**src/rtl/core/tfa_pkg.sv**
```systemverilog
// Shared types and constants of the texture frame animator.
package tfa_pkg;

  // Field widths
  localparam int unsigned POS_W   = 16;
  localparam int unsigned COUNT_W = 16;
  localparam int unsigned STEP_W  = 16;
  localparam int unsigned RATE_W  = 8;
  localparam int unsigned RND_W   = 10;
  localparam int unsigned REQ_W   = 2;

  // Advance is step times rate
  localparam int unsigned ADV_W = STEP_W + RATE_W;
  // Signed sum and difference of position and advance
  localparam int unsigned SUM_W = ADV_W + 1;
  // Dividend magnitude: position plus advance stays below 2^ADV_W
  localparam int unsigned DIV_W = ADV_W;
  // Divisor and remainder hold up to twice the count minus one
  localparam int unsigned REM_W = COUNT_W + 1;
  // Remainder unit: quotient bits resolved per pipeline stage
  localparam int unsigned DIV_STEP   = 2;
  localparam int unsigned DIV_STAGES = DIV_W / DIV_STEP;

  // Random draws above this value start a blink
  localparam logic [RND_W-1:0] BLINK_THRESHOLD = 10'h3EF;

  // Blink request codes
  typedef enum logic [REQ_W-1:0] {
    REQ_RANDOM   = 2'd0,
    REQ_START    = 2'd1,
    REQ_SUPPRESS = 2'd2,
    REQ_HOLD     = 2'd3
  } req_e;

  // How the back end forms the position from the remainder
  typedef enum logic [1:0] {
    KIND_DIRECT,
    KIND_MOD_FWD,
    KIND_MOD_BWD,
    KIND_PING
  } kind_e;

  // One input item
  typedef struct packed {
    logic [POS_W-1:0]   position;
    logic [COUNT_W-1:0] count;
    logic [STEP_W-1:0]  step;
    logic [RATE_W-1:0]  rate;
    logic [RND_W-1:0]   rnd;
    logic               blink;
    logic               act;
    logic               rev;
    req_e               req;
  } item_t;

  // Context carried alongside the remainder unit
  typedef struct packed {
    kind_e              kind;
    logic [POS_W-1:0]   pos;
    logic [COUNT_W-1:0] count;
    logic               act;
    logic               rev;
    logic               consumed;
  } ctx_t;

  // One result item
  typedef struct packed {
    logic [POS_W-1:0] pos;
    logic             act;
    logic             rev;
    logic             consumed;
  } result_t;

endpackage

```
**src/rtl/core/tfa_front.sv**
```systemverilog
// Front end: advance multiply, position add/subtract and mode classification.
module tfa_front (
  input  logic                       clk_i,
  input  logic                       rst_ni,
  input  logic                       en_i,
  input  logic                       valid_i,
  input  tfa_pkg::item_t             item_i,
  output logic                       valid_o,
  output logic [tfa_pkg::DIV_W-1:0]  num_o,
  output logic [tfa_pkg::REM_W-1:0]  den_o,
  output tfa_pkg::ctx_t              ctx_o
);
  import tfa_pkg::*;

  // Stage 1: advance = step * rate
  logic               v1_q;
  item_t              it1_q;
  logic [ADV_W-1:0]   adv1_q;

  always_ff @(posedge clk_i or negedge rst_ni) begin
    if (!rst_ni) begin
      v1_q <= 1'b0;
    end else if (en_i) begin
      v1_q <= valid_i;
    end
  end

  always_ff @(posedge clk_i) begin
    if (en_i) begin
      it1_q  <= item_i;
      adv1_q <= ADV_W'(item_i.step) * ADV_W'(item_i.rate);
    end
  end

  // Stage 2: forward sum, backward difference, twice count minus one
  logic               v2_q;
  item_t              it2_q;
  logic [SUM_W-1:0]   sum2_q;
  logic [SUM_W-1:0]   diff2_q;
  logic [SUM_W-1:0]   per2_q;

  always_ff @(posedge clk_i or negedge rst_ni) begin
    if (!rst_ni) begin
      v2_q <= 1'b0;
    end else if (en_i) begin
      v2_q <= v1_q;
    end
  end

  always_ff @(posedge clk_i) begin
    if (en_i) begin
      it2_q   <= it1_q;
      sum2_q  <= SUM_W'(it1_q.position) + SUM_W'(adv1_q);
      diff2_q <= SUM_W'(it1_q.position) - SUM_W'(adv1_q);
      per2_q  <= SUM_W'({it1_q.count, 1'b0}) - SUM_W'(1);
    end
  end

  // Stage 3: pick the mode, the dividend and the divisor
  logic               c_zero;
  logic               sum_ge_c;
  logic               diff_neg;
  logic [SUM_W-1:0]   refl;
  logic [SUM_W-1:0]   pp_val;
  logic [SUM_W-1:0]   pp_mag;
  logic               blink_start;
  logic [DIV_W-1:0]   num_d;
  logic [REM_W-1:0]   den_d;
  ctx_t               ctx_d;

  assign c_zero   = (it2_q.count == '0);
  assign sum_ge_c = (sum2_q >= SUM_W'(it2_q.count));
  assign diff_neg = diff2_q[SUM_W-1];
  assign refl     = per2_q - sum2_q;
  assign pp_val   = it2_q.rev ? diff2_q : sum2_q;
  assign pp_mag   = pp_val[SUM_W-1] ? (SUM_W'(0) - pp_val) : pp_val;
  assign blink_start = ((it2_q.req == REQ_RANDOM) && (it2_q.rnd > BLINK_THRESHOLD)) ||
                       (it2_q.req == REQ_START) || (it2_q.req == REQ_HOLD);

  always_comb begin
    num_d          = '0;
    den_d          = REM_W'(it2_q.count);
    ctx_d.kind     = KIND_DIRECT;
    ctx_d.pos      = it2_q.position;
    ctx_d.count    = it2_q.count;
    ctx_d.act      = it2_q.act;
    ctx_d.rev      = it2_q.rev;
    ctx_d.consumed = it2_q.blink;
    if (it2_q.blink) begin
      if (!it2_q.act) begin
        // idle: wait for a start
        if (blink_start) begin
          ctx_d.act = 1'b1;
          ctx_d.rev = 1'b0;
        end
      end else if (!it2_q.rev) begin
        // playing forward
        if (!sum_ge_c) begin
          ctx_d.pos = sum2_q[POS_W-1:0];
        end else if (it2_q.req == REQ_HOLD) begin
          ctx_d.pos = it2_q.count - POS_W'(1);
        end else if (refl[SUM_W-1]) begin
          ctx_d.pos = '0;
          ctx_d.act = 1'b0;
          ctx_d.rev = 1'b0;
        end else begin
          ctx_d.pos = refl[POS_W-1:0];
          ctx_d.rev = 1'b1;
        end
      end else begin
        // playing backward
        if (diff_neg) begin
          ctx_d.pos = '0;
          ctx_d.act = 1'b0;
          ctx_d.rev = 1'b0;
        end else begin
          ctx_d.pos = diff2_q[POS_W-1:0];
        end
      end
    end else if (it2_q.act) begin
      // ping-pong
      if (c_zero) begin
        ctx_d.pos = '0;
      end else begin
        if (pp_val[SUM_W-1]) begin
          ctx_d.rev = 1'b0;
        end
        if (pp_mag < SUM_W'(it2_q.count)) begin
          ctx_d.pos = pp_mag[POS_W-1:0];
        end else begin
          ctx_d.kind = KIND_PING;
          num_d      = pp_mag[DIV_W-1:0];
          den_d      = per2_q[REM_W-1:0];
        end
      end
    end else if (!it2_q.rev) begin
      // loop forward
      if (c_zero) begin
        ctx_d.pos = '0;
      end else begin
        ctx_d.kind = KIND_MOD_FWD;
        num_d      = sum2_q[DIV_W-1:0];
      end
    end else begin
      // loop backward
      if (!diff_neg) begin
        ctx_d.pos = diff2_q[POS_W-1:0];
      end else if (c_zero) begin
        ctx_d.pos = '0;
      end else begin
        ctx_d.kind = KIND_MOD_BWD;
        num_d      = DIV_W'(SUM_W'(0) - diff2_q);
      end
    end
  end

  always_ff @(posedge clk_i or negedge rst_ni) begin
    if (!rst_ni) begin
      valid_o <= 1'b0;
    end else if (en_i) begin
      valid_o <= v2_q;
    end
  end

  always_ff @(posedge clk_i) begin
    if (en_i) begin
      num_o <= num_d;
      den_o <= den_d;
      ctx_o <= ctx_d;
    end
  end

  // A divide is only issued for a nonzero count
  a_div_count_nonzero: assert property (@(posedge clk_i) disable iff (!rst_ni)
    valid_o && (ctx_o.kind != KIND_DIRECT) |-> (ctx_o.count != '0))
    else $error("remainder issued with zero frame count");

  // Ping-pong reaches the divider only when out of range
  a_ping_out_of_range: assert property (@(posedge clk_i) disable iff (!rst_ni)
    valid_o && (ctx_o.kind == KIND_PING) |-> (num_o >= DIV_W'(ctx_o.count)))
    else $error("in-range ping-pong position sent to divider");

endmodule

```
**src/rtl/core/tfa_div.sv**
```systemverilog
// Pipelined restoring remainder unit with context carried per stage.
module tfa_div (
  input  logic                       clk_i,
  input  logic                       rst_ni,
  input  logic                       en_i,
  input  logic                       valid_i,
  input  logic [tfa_pkg::DIV_W-1:0]  num_i,
  input  logic [tfa_pkg::REM_W-1:0]  den_i,
  input  tfa_pkg::ctx_t              ctx_i,
  output logic                       valid_o,
  output logic [tfa_pkg::REM_W-1:0]  rem_o,
  output tfa_pkg::ctx_t              ctx_o
);
  import tfa_pkg::*;

  logic             valid_q [DIV_STAGES];
  logic [REM_W-1:0] rem_q   [DIV_STAGES];
  logic [DIV_W-1:0] num_q   [DIV_STAGES];
  logic [REM_W-1:0] den_q   [DIV_STAGES];
  ctx_t             ctx_q   [DIV_STAGES];

  for (genvar g = 0; g < DIV_STAGES; g++) begin : g_stage
    logic             valid_in;
    logic [REM_W-1:0] rem_in;
    logic [DIV_W-1:0] num_in;
    logic [REM_W-1:0] den_in;
    ctx_t             ctx_in;
    logic [REM_W-1:0] rem_d;
    logic [DIV_W-1:0] num_d;

    if (g == 0) begin : g_first
      assign valid_in = valid_i;
      assign rem_in   = '0;
      assign num_in   = num_i;
      assign den_in   = den_i;
      assign ctx_in   = ctx_i;
    end else begin : g_next
      assign valid_in = valid_q[g-1];
      assign rem_in   = rem_q[g-1];
      assign num_in   = num_q[g-1];
      assign den_in   = den_q[g-1];
      assign ctx_in   = ctx_q[g-1];
    end

    // Shift in dividend bits, subtract the divisor where it fits
    always_comb begin
      logic [REM_W:0]   trial;
      logic [REM_W-1:0] r;
      logic [DIV_W-1:0] n;
      r = rem_in;
      n = num_in;
      for (int k = 0; k < DIV_STEP; k++) begin
        trial = {r, n[DIV_W-1]} - {1'b0, den_in};
        if (!trial[REM_W]) begin
          r = trial[REM_W-1:0];
        end else begin
          r = {r[REM_W-2:0], n[DIV_W-1]};
        end
        n = {n[DIV_W-2:0], 1'b0};
      end
      rem_d = r;
      num_d = n;
    end

    always_ff @(posedge clk_i or negedge rst_ni) begin
      if (!rst_ni) begin
        valid_q[g] <= 1'b0;
      end else if (en_i) begin
        valid_q[g] <= valid_in;
      end
    end

    always_ff @(posedge clk_i) begin
      if (en_i) begin
        rem_q[g] <= rem_d;
        num_q[g] <= num_d;
        den_q[g] <= den_in;
        ctx_q[g] <= ctx_in;
      end
    end
  end

  assign valid_o = valid_q[DIV_STAGES-1];
  assign rem_o   = rem_q[DIV_STAGES-1];
  assign ctx_o   = ctx_q[DIV_STAGES-1];

  // A finished remainder is below its divisor
  a_rem_below_den: assert property (@(posedge clk_i) disable iff (!rst_ni)
    valid_q[DIV_STAGES-1] && (ctx_q[DIV_STAGES-1].kind != KIND_DIRECT) |->
      (rem_q[DIV_STAGES-1] < den_q[DIV_STAGES-1]))
    else $error("remainder not below divisor");

endmodule

```
**src/rtl/core/tfa_back.sv**
```systemverilog
// Back end: form the new position and direction, hold the output register.
module tfa_back (
  input  logic                       clk_i,
  input  logic                       rst_ni,
  input  logic                       en_i,
  input  logic                       valid_i,
  input  logic [tfa_pkg::REM_W-1:0]  rem_i,
  input  tfa_pkg::ctx_t              ctx_i,
  output logic                       valid_o,
  output tfa_pkg::result_t           res_o
);
  import tfa_pkg::*;

  logic [REM_W-1:0] period;
  result_t          res_d;

  assign period = REM_W'({ctx_i.count, 1'b0}) - REM_W'(1);

  // Map the remainder back onto a position
  always_comb begin
    res_d.pos      = ctx_i.pos;
    res_d.act      = ctx_i.act;
    res_d.rev      = ctx_i.rev;
    res_d.consumed = ctx_i.consumed;
    case (ctx_i.kind)
      KIND_DIRECT: begin
        res_d.pos = ctx_i.pos;
      end
      KIND_MOD_FWD: begin
        res_d.pos = rem_i[POS_W-1:0];
      end
      KIND_MOD_BWD: begin
        if (rem_i == '0) begin
          res_d.pos = '0;
        end else begin
          res_d.pos = ctx_i.count - rem_i[POS_W-1:0];
        end
      end
      KIND_PING: begin
        if (rem_i == '0) begin
          res_d.pos = '0;
          res_d.rev = 1'b1;
        end else if (rem_i < REM_W'(ctx_i.count)) begin
          res_d.pos = rem_i[POS_W-1:0];
          res_d.rev = 1'b0;
        end else begin
          res_d.pos = POS_W'(period - rem_i);
          res_d.rev = 1'b1;
        end
      end
      default: begin
        res_d.pos = ctx_i.pos;
      end
    endcase
    // Zero count always gives position zero
    if (ctx_i.count == '0) begin
      res_d.pos = '0;
    end
  end

  always_ff @(posedge clk_i or negedge rst_ni) begin
    if (!rst_ni) begin
      valid_o <= 1'b0;
    end else if (en_i) begin
      valid_o <= valid_i;
    end
  end

  always_ff @(posedge clk_i) begin
    if (en_i) begin
      res_o <= res_d;
    end
  end

  // Remainder-based positions land inside the animation
  a_pos_in_range: assert property (@(posedge clk_i) disable iff (!rst_ni)
    valid_i && (ctx_i.kind != KIND_DIRECT) && (ctx_i.count != '0) |->
      (res_d.pos < ctx_i.count))
    else $error("position beyond frame count");

endmodule

```
**src/rtl/core/texture_frame_animator.sv**
```systemverilog
// Top level of the texture frame animator: stream ports and pipeline wiring.
//
// One animation step per object. Each input transfer on the s_axis channel
// carries position, frame count, step, rate and random draw in tdata and the
// mode flags and blink request in tuser; each output transfer on m_axis
// carries the new position in tdata and the active, reverse and
// request-consumed bits in tuser. Every input gives exactly one result, in
// order.
// From input transfer to output valid, an item passes the step-times-rate
// multiply register, the add/subtract register, the mode selection
// register, the stages of the pipelined remainder unit (two quotient bits
// per stage over a 24-bit dividend) and the output register.
// Throughput is one item per cycle while the output is taken.
// Reset clears all stage valid bits; the pipeline comes up empty and ready.
// When the receiver stalls with a result waiting, the whole pipeline holds
// and s_axis_tready drops until the result is taken; nothing is lost or
// repeated.
module texture_frame_animator (
  input  logic        clk_i,
  input  logic        rst_ni,
  input  logic        s_axis_tvalid,
  output logic        s_axis_tready,
  // position_in[15:0], frame_count[31:16], frame_step[47:32],
  // update_rate[55:48], random_value[65:56], zero[71:66]
  input  logic [71:0] s_axis_tdata,
  // blink_mode[0], active_in[1], reverse_in[2], blink_request[4:3]
  input  logic [4:0]  s_axis_tuser,
  output logic        m_axis_tvalid,
  input  logic        m_axis_tready,
  // position_out[15:0]
  output logic [15:0] m_axis_tdata,
  // active_out[0], reverse_out[1], request_consumed[2]
  output logic [2:0]  m_axis_tuser
);
  import tfa_pkg::*;

  logic             en;
  item_t            item;
  logic             fe_valid;
  logic [DIV_W-1:0] fe_num;
  logic [REM_W-1:0] fe_den;
  ctx_t             fe_ctx;
  logic             dv_valid;
  logic [REM_W-1:0] dv_rem;
  ctx_t             dv_ctx;
  result_t          res;

  // Advance everything unless a result waits untaken
  assign en            = !m_axis_tvalid || m_axis_tready;
  assign s_axis_tready = en;

  // Unpack the input transfer
  assign item.position = s_axis_tdata[15:0];
  assign item.count    = s_axis_tdata[31:16];
  assign item.step     = s_axis_tdata[47:32];
  assign item.rate     = s_axis_tdata[55:48];
  assign item.rnd      = s_axis_tdata[65:56];
  assign item.blink    = s_axis_tuser[0];
  assign item.act      = s_axis_tuser[1];
  assign item.rev      = s_axis_tuser[2];
  assign item.req      = req_e'(s_axis_tuser[4:3]);

  tfa_front u_front (
    .clk_i   (clk_i),
    .rst_ni  (rst_ni),
    .en_i    (en),
    .valid_i (s_axis_tvalid),
    .item_i  (item),
    .valid_o (fe_valid),
    .num_o   (fe_num),
    .den_o   (fe_den),
    .ctx_o   (fe_ctx)
  );

  tfa_div u_div (
    .clk_i   (clk_i),
    .rst_ni  (rst_ni),
    .en_i    (en),
    .valid_i (fe_valid),
    .num_i   (fe_num),
    .den_i   (fe_den),
    .ctx_i   (fe_ctx),
    .valid_o (dv_valid),
    .rem_o   (dv_rem),
    .ctx_o   (dv_ctx)
  );

  tfa_back u_back (
    .clk_i   (clk_i),
    .rst_ni  (rst_ni),
    .en_i    (en),
    .valid_i (dv_valid),
    .rem_i   (dv_rem),
    .ctx_i   (dv_ctx),
    .valid_o (m_axis_tvalid),
    .res_o   (res)
  );

  // Pack the output transfer
  assign m_axis_tdata = res.pos;
  assign m_axis_tuser = {res.consumed, res.rev, res.act};

endmodule
```
**config.mk**
```make
export PLATFORM = sky130hd
export DESIGN_NAME = texture_frame_animator
export DESIGN_NICKNAME = d
export VERILOG_FILES = /design/src/rtl/core/tfa_pkg.sv /design/src/rtl/core/tfa_front.sv /design/src/rtl/core/tfa_div.sv /design/src/rtl/core/tfa_back.sv /design/src/rtl/core/texture_frame_animator.sv
export SDC_FILE = /design/constraint.sdc
export NUM_CORES = 2
export LEC_CHECK = 0
export BUFFER_PORTS_ARGS = -buffer_cell sky130_fd_sc_hd__buf_2
export CAP_MARGIN = 5
export CELL_PAD_IN_SITES_DETAIL_PLACEMENT = 2
export CELL_PAD_IN_SITES_GLOBAL_PLACEMENT = 2
export CORE_ASPECT_RATIO = 1.2
export CORE_UTILIZATION = 48
export CTS_CLUSTER_SIZE = 10
export DETAILED_ROUTE_END_ITERATION = 10
export GPL_TIMING_DRIVEN = 0
export PLACE_DENSITY_LB_ADDON = 0.1
export SYNTH_ARGS = -nofsm -noshare
export SYNTH_HDL_FRONTEND = slang
export SYNTH_HIERARCHICAL = 1
export SYNTH_SLANG_ARGS = --single-unit
export TNS_END_PERCENT = 30
```
**constraint.sdc**
```tcl
create_clock -name clk_i -period 135.6 [get_ports clk_i]
set_input_delay 27.12 -clock clk_i [delete_from_list [all_inputs] [get_ports clk_i]]
set_output_delay 27.12 -clock clk_i [all_outputs]
set_load 0.05 [all_outputs]
```
## Word-level counts from Yosys, hierarchy flattened

Memory sizes are Yosys's and may differ from the RTL's.
Cells that the tools add are included.

| storage, ports and cells | value |
|---|---|
| register bits | 299 |
| memory bits (writable) | 1116 |
| memories kept | 4 |

Memory list:

| name | depth | bits a word | read ports | clocked after memory_dff | write ports | RTL line | source |
|---|---|---|---|---|---|---|---|
| u_div.ctx_q | 12 | 37 | 12 | 0 | 12 | tfa_div.sv:20 | `ctx_t ctx_q [DIV_STAGES];` |
| u_div.num_q | 12 | 22 | 11 | 0 | 12 | tfa_div.sv:18 | `logic [DIV_W-1:0] num_q [DIV_STAGES];` |
| u_div.den_q | 12 | 17 | 11 | 0 | 12 | tfa_div.sv:19 | `logic [REM_W-1:0] den_q [DIV_STAGES];` |
| u_div.rem_q | 12 | 17 | 12 | 0 | 12 | tfa_div.sv:17 | `logic [REM_W-1:0] rem_q [DIV_STAGES];` |

| cells by class | value |
|---|---|
| $add $sub $neg | 34 |
| $mul | 1 |
| order comparisons | 4 |
| equal/unequal tests | 5 |
| multiplexer cells | 76 |
| bitwise gates (word level) | 1 |
| reduce and logical (&&, ||, !) cells | 11 |

Operator list:

| operator | number |
|---|---|
| subtractor 18 x 17 -> 18 bit | 23 |
| two-way mux 17 bit | 24 |
| two-way mux 16 bit | 18 |
| two-way mux 24 bit | 7 |
| one-hot mux 16 bit (4 select lines) | 1 |
| two-way mux 25 bit | 2 |
| two-way mux 18 bit | 2 |
| zero test 16 bit | 2 |
| subtractor 16 x 1 -> 16 bit (second input constant) | 2 |
| subtractor 16 bit | 2 |
| adder 16 x 24 -> 25 bit | 1 |
| greater-or-equal comparator 25 x 16 -> 1 bit | 1 |
| less-than comparator 25 x 16 -> 1 bit | 1 |
| subtractor 1 x 25 -> 25 bit (first input constant) | 1 |
| subtractor 16 x 24 -> 25 bit | 1 |
| subtractor 25 bit | 1 |
| multiplier 16 x 8 -> 24 bit | 1 |
| subtractor 1 x 24 -> 24 bit (first input constant) | 1 |
| two-way mux 2 bit | 10 |
| subtractor 1 x 17 -> 18 bit | 1 |
| subtractor 17 x 1 -> 18 bit (second input constant) | 1 |
| zero test 17 bit | 1 |
| less-than comparator 17 x 16 -> 1 bit | 1 |
| two-way mux 1 bit | 12 |
| 9 further kinds | 15 |

## Logic depth before layout (Yosys ltp)

| logic depth | value |
|---|---|
| word-level depth | 8 |
| mapped depth | 25 |
| depth with buffers taken out | 23 |

## By module

Netlist, hierarchy kept.

Modules (own cells, without submodules):

| module | times used | cells each | area each (um^2) | sequential area each (um^2) |
|---|---|---|---|---|
| tfa_div | 1 | 4157 | 52342.7 | 29338.1 |
| tfa_front | 1 | 1854 | 19399.9 | 7702.4 |
| tfa_back | 1 | 386 | 3125.5 | 595.6 |
| texture_frame_animator | 1 | 1 | 6.3 | 0.0 |

## Worst setup path after synthesis

No wires, ideal clock.

| timing path | value |
|---|---|
| kind | input port to output port |
| start point | input m_axis_tready |
| end point | output s_axis_tready |
| arrival | 57088 ps |
| required time | 108480 ps |
| slack | 51392 ps |
| cell stages on the path | 1 |
| cells stage by stage | nand2b_1 |

| on the way | value |
|---|---|
| longest elaborated chain between the ends | 1 |

RTL lines:

| element | RTL line | source |
|---|---|---|
| start, declared | texture_frame_animator.sv:29 | `input logic m_axis_tready,` |
| logical OR 1 bit | texture_frame_animator.sv:49 | `assign en = !m_axis_tvalid \|\| m_axis_tready;` |
| end, declared | texture_frame_animator.sv:22 | `output logic s_axis_tready,` |

No other way between the ends.

## Worst setup path in the final report

Same ends and word-level chain as after synthesis.

==> reports/summary.md <==
* **TritonCTS clock tree** built
* **sequential cell area fraction in the yosys report** 0.5027
* **final number of max-transition violations** 0
* **clk sinks** 1,256
* **Filler Cells Inserted** 14,940
* **number of setup buffers added after CTS** 0
* **global-route total usage across every layer** 0.3587
* **signal arrival time at the worst endpoint** 27.77 ns
* **number of setup violations in the final report** 0
* **Initial DRT Pass Iterations** 8
* **combined area of all synthesized cells** 74,870 µm²
* **fraction of registers with async set or reset after synthesis** 0.01274
* **Sequential Area** 37,640 µm²
* **cell depth of the worst min-delay path** 0
* **hold_sp** u_div/ctx_q[3][33]$_DFFE_PP_
* **area of the core region** 154,600 µm²
* **routed via count** 56,600
* **clock buffers created by TritonCTS** 149
* **final routed wirelength across all metal layers** 284.8 mm
* **critical-path maximum fanout** 11
* **die width** 362.5 µm
* **number of instances resized during post-cts repair** 0
* **I/O pin count** 102
* **reg-to-reg endpoint** u_div/rem_q[3][8]$_DFFE_PP_
* **number of antenna-violating nets in the routed design** 0
* **gpl congestion** 0.8941
* **FF-to-FF Start** u_div/den_q[2][2]$_DFFE_PP_
* **number of synthesized register bits** 1,256
* **count of unique library cells instantiated by Yosys** 123
* **signed area change from the synthesized netlist to the final layout** 10.41%
* **final hold violation count** 0
* **number of enable flip-flop cells after synthesis** 1,240
* **grt ovf** 0
* **hold-fix buffers at CTS** 0
* **global-route wire length before repair** 419.2 mm
* **Tmin final** 54.89 ns
* **run status** finished clean
* **Yosys warning total** 6
* **Hold Path Class** flip-flop to flip-flop
* **quantity of I/O buffers inserted on ports** 91
* **setup repair after global routing missed its margin** false
* **dpl ws** 80.72 ns
* **total of max-cap violations** 0
* **Max Freq** 18.22 MHz
* **pin count of the biggest net entering global routing** 78
* **slew of the pin with the lowest slew margin** 1.456 ns
* **required arrival time at the worst endpoint** 108.48 ns
* **Reg clk slew, reported paths** 0.09 ns
* **synthesized instance count** 6,398
* **minimum setup slack among reg-to-reg paths** 125.38 ns
* **number of nets in the final layout** 7,433
* **HPWL after detailed placement** 202.7 mm
* **share of final-layout standard cells stronger than drive strength 1** 0.09244
* **worst hold slack after final layout** 0.3880 ns
* **Fin Setup TNS** 0 ns
* **Post-synth top flop** sky130_fd_sc_hd__edfxtp_1
* **relative slew slack** 0.02210
* **cell count of the worst reg-to-reg path** 24
* **detailed-route wire length per cell** 32.34 µm
* **DRC viols** 0
* **number of vias per cell** 6.428
* **final cycle utilization of the critical path** 0.4048
* **htree depth** 4
* **Worst Setup Path Type** primary input to primary output
* **overall die area** 157,600 µm²
* **root buffer cell** sky130_fd_sc_hd__clkbuf_16
* **kind of launch point of the worst setup path** primary input
* **multi-input gate area in the final layout** 34,290 µm²
* **kind of end point of the critical path** primary output
* **post-route clock skew** 0.04647 ns
* **row count** 158
* **post-route worst setup slack** 80.71 ns
* **Mapped Avg Cell Area** 11.70 µm²
* **starting density of the core** 0.4843
* **via count of the first global-routing pass** 62,740
* **clk_lat worst skew** 0.86 ns
* **number of design-rule violations left by the first detailed-router iteration** 4,311
* **number of antenna violations at the first check in global routing** 11
* **endpoint of the worst hold-timing path** u_div/ctx_q[3][70]$_DFFE_PP_
* **floorplan die height** 434.7 µm
* **CTS Buffer Depth** 3
## per-stage QoR
stage,instances,instance area [µm²],utilization
2_1_floorplan,6404,74900,-
3_3_place_gp,8575,77950,0.5043
3_5_place_dp,8596,78510,0.5079
4_1_cts,8797,82640,0.5346
5_1_grt,8800,82660,0.5347
6_report,8805,82670,0.5348
## registers in the layout (all words and copies together) (netlist names), 17 cells and up
name and count:
u_back/res_o 19, u_div/num_q 132, u_front/diff2_q 24, u_div/ctx_q 444, u_div/den_q 187, u_front/per2_q 17
u_front/den_o 17, u_front/num_o 24, u_front/sum2_q 25, u_front/ctx_d 17, u_div/rem_q 204, u_front/ctx_o 37
u_front/it2_q 26, u_front/adv1_q 24, u_front/it1_q 43
## final cells by class
class / instances / area share
Timing Repair Buffer: 113 / 0.01214
Buffer: 183 / 0.01099
Inverter: 553 / 0.02511
Clock buffer: 176 / 0.04696
Multi-Input combinational cell: 4412 / 0.4148
Clock inverter: 25 / 0.003042
Antenna cell: 7 / 0.0002119
Sequential cell: 1256 / 0.4553
Tap cell: 2080 / 0.03148
## synth_stat cells (72+ instances only)
library cell / count / area (µm²)
sky130_fd_sc_hd__a21o_1: 113 / 848.3
sky130_fd_sc_hd__a21oi_1: 364 / 1822
sky130_fd_sc_hd__and2_1: 140 / 875.8
sky130_fd_sc_hd__clkbuf_1: 109 / 409.1
sky130_fd_sc_hd__edfxtp_1: 1240 / 37240
sky130_fd_sc_hd__fa_1: 111 / 2222
sky130_fd_sc_hd__ha_1: 573 / 7169
sky130_fd_sc_hd__inv_1: 550 / 2064
sky130_fd_sc_hd__mux2_2: 152 / 1712
sky130_fd_sc_hd__nand2_1: 366 / 1374
sky130_fd_sc_hd__nand2b_1: 72 / 450.4
sky130_fd_sc_hd__nand3_1: 99 / 495.5
sky130_fd_sc_hd__nor2_1: 345 / 1295
sky130_fd_sc_hd__nor3_1: 141 / 705.7
sky130_fd_sc_hd__o21a_1: 88 / 660.6
sky130_fd_sc_hd__o21ai_0: 276 / 1381
sky130_fd_sc_hd__xnor2_1: 301 / 2636
sky130_fd_sc_hd__xor2_1: 161 / 1410
## worst max-delay path by stage
stage                        startpoint            end
after global routing      m_axis_tready  s_axis_tready
after global placement    m_axis_tready  s_axis_tready
after detailed placement  m_axis_tready  s_axis_tready
after floorplan           m_axis_tready  s_axis_tready
final                     m_axis_tready  s_axis_tready
after CTS                 m_axis_tready  s_axis_tready
## cells by family after synthesis
group,after synthesis,synth area share
AOI/OAI and AO/OA,1456,0.1314
xor gates and xnor gates,472,0.05621
adders and majority gates,684,0.1254
buffers and inverters,736,0.03985
DFF,1256,0.5027
muxes,284,0.04261
other,1,0.00005008
and+or+nand+nor,1509,0.1018
## critical path, cell delays in order
cell and delay, ns:
sky130_fd_sc_hd__buf_2 0.08, sky130_fd_sc_hd__nand2b_4 0.25, sky130_fd_sc_hd__buf_2 0.31
## placed cells by master, fill, tap and decap left out, drive strengths merged, types with 25 or more instances in the layout
cell,instances
clkbuf,285
o21bai,28
edfxtp,1240
nor3,143
o221ai,48
mux2,226
o21ai,308
nand2,368
buf,186
a21o,114
ha,573
nand2b,72
inv,556
a21oi,368
o31a,31
a22oi,26
a211oi,58
nor2b,67
xnor2,307
and2,140
o211ai,40
a211o,25
nor2,346
o22ai,33
a31oi,50
o31ai,29
or3,49
xor2,165
o21a,88
nor4,44
mux2i,58
nand3,100
fa,111
nand4,30
and3,52
## layer usage
layer / wire [µm] / GRT usage / share of wire
met1: 100600 / 0.3746 / 0.35
met2: 149700 / 0.6605 / 0.53
met3: 12390 / 0.05439 / 0.044
met4: 21970 / 0.2462 / 0.077
met5: 67 / 0 / 0.00024
Power is left out: the tool's default activity adds up to more than one toggle a clock period on the data nets, which glitch-free logic cannot reach.
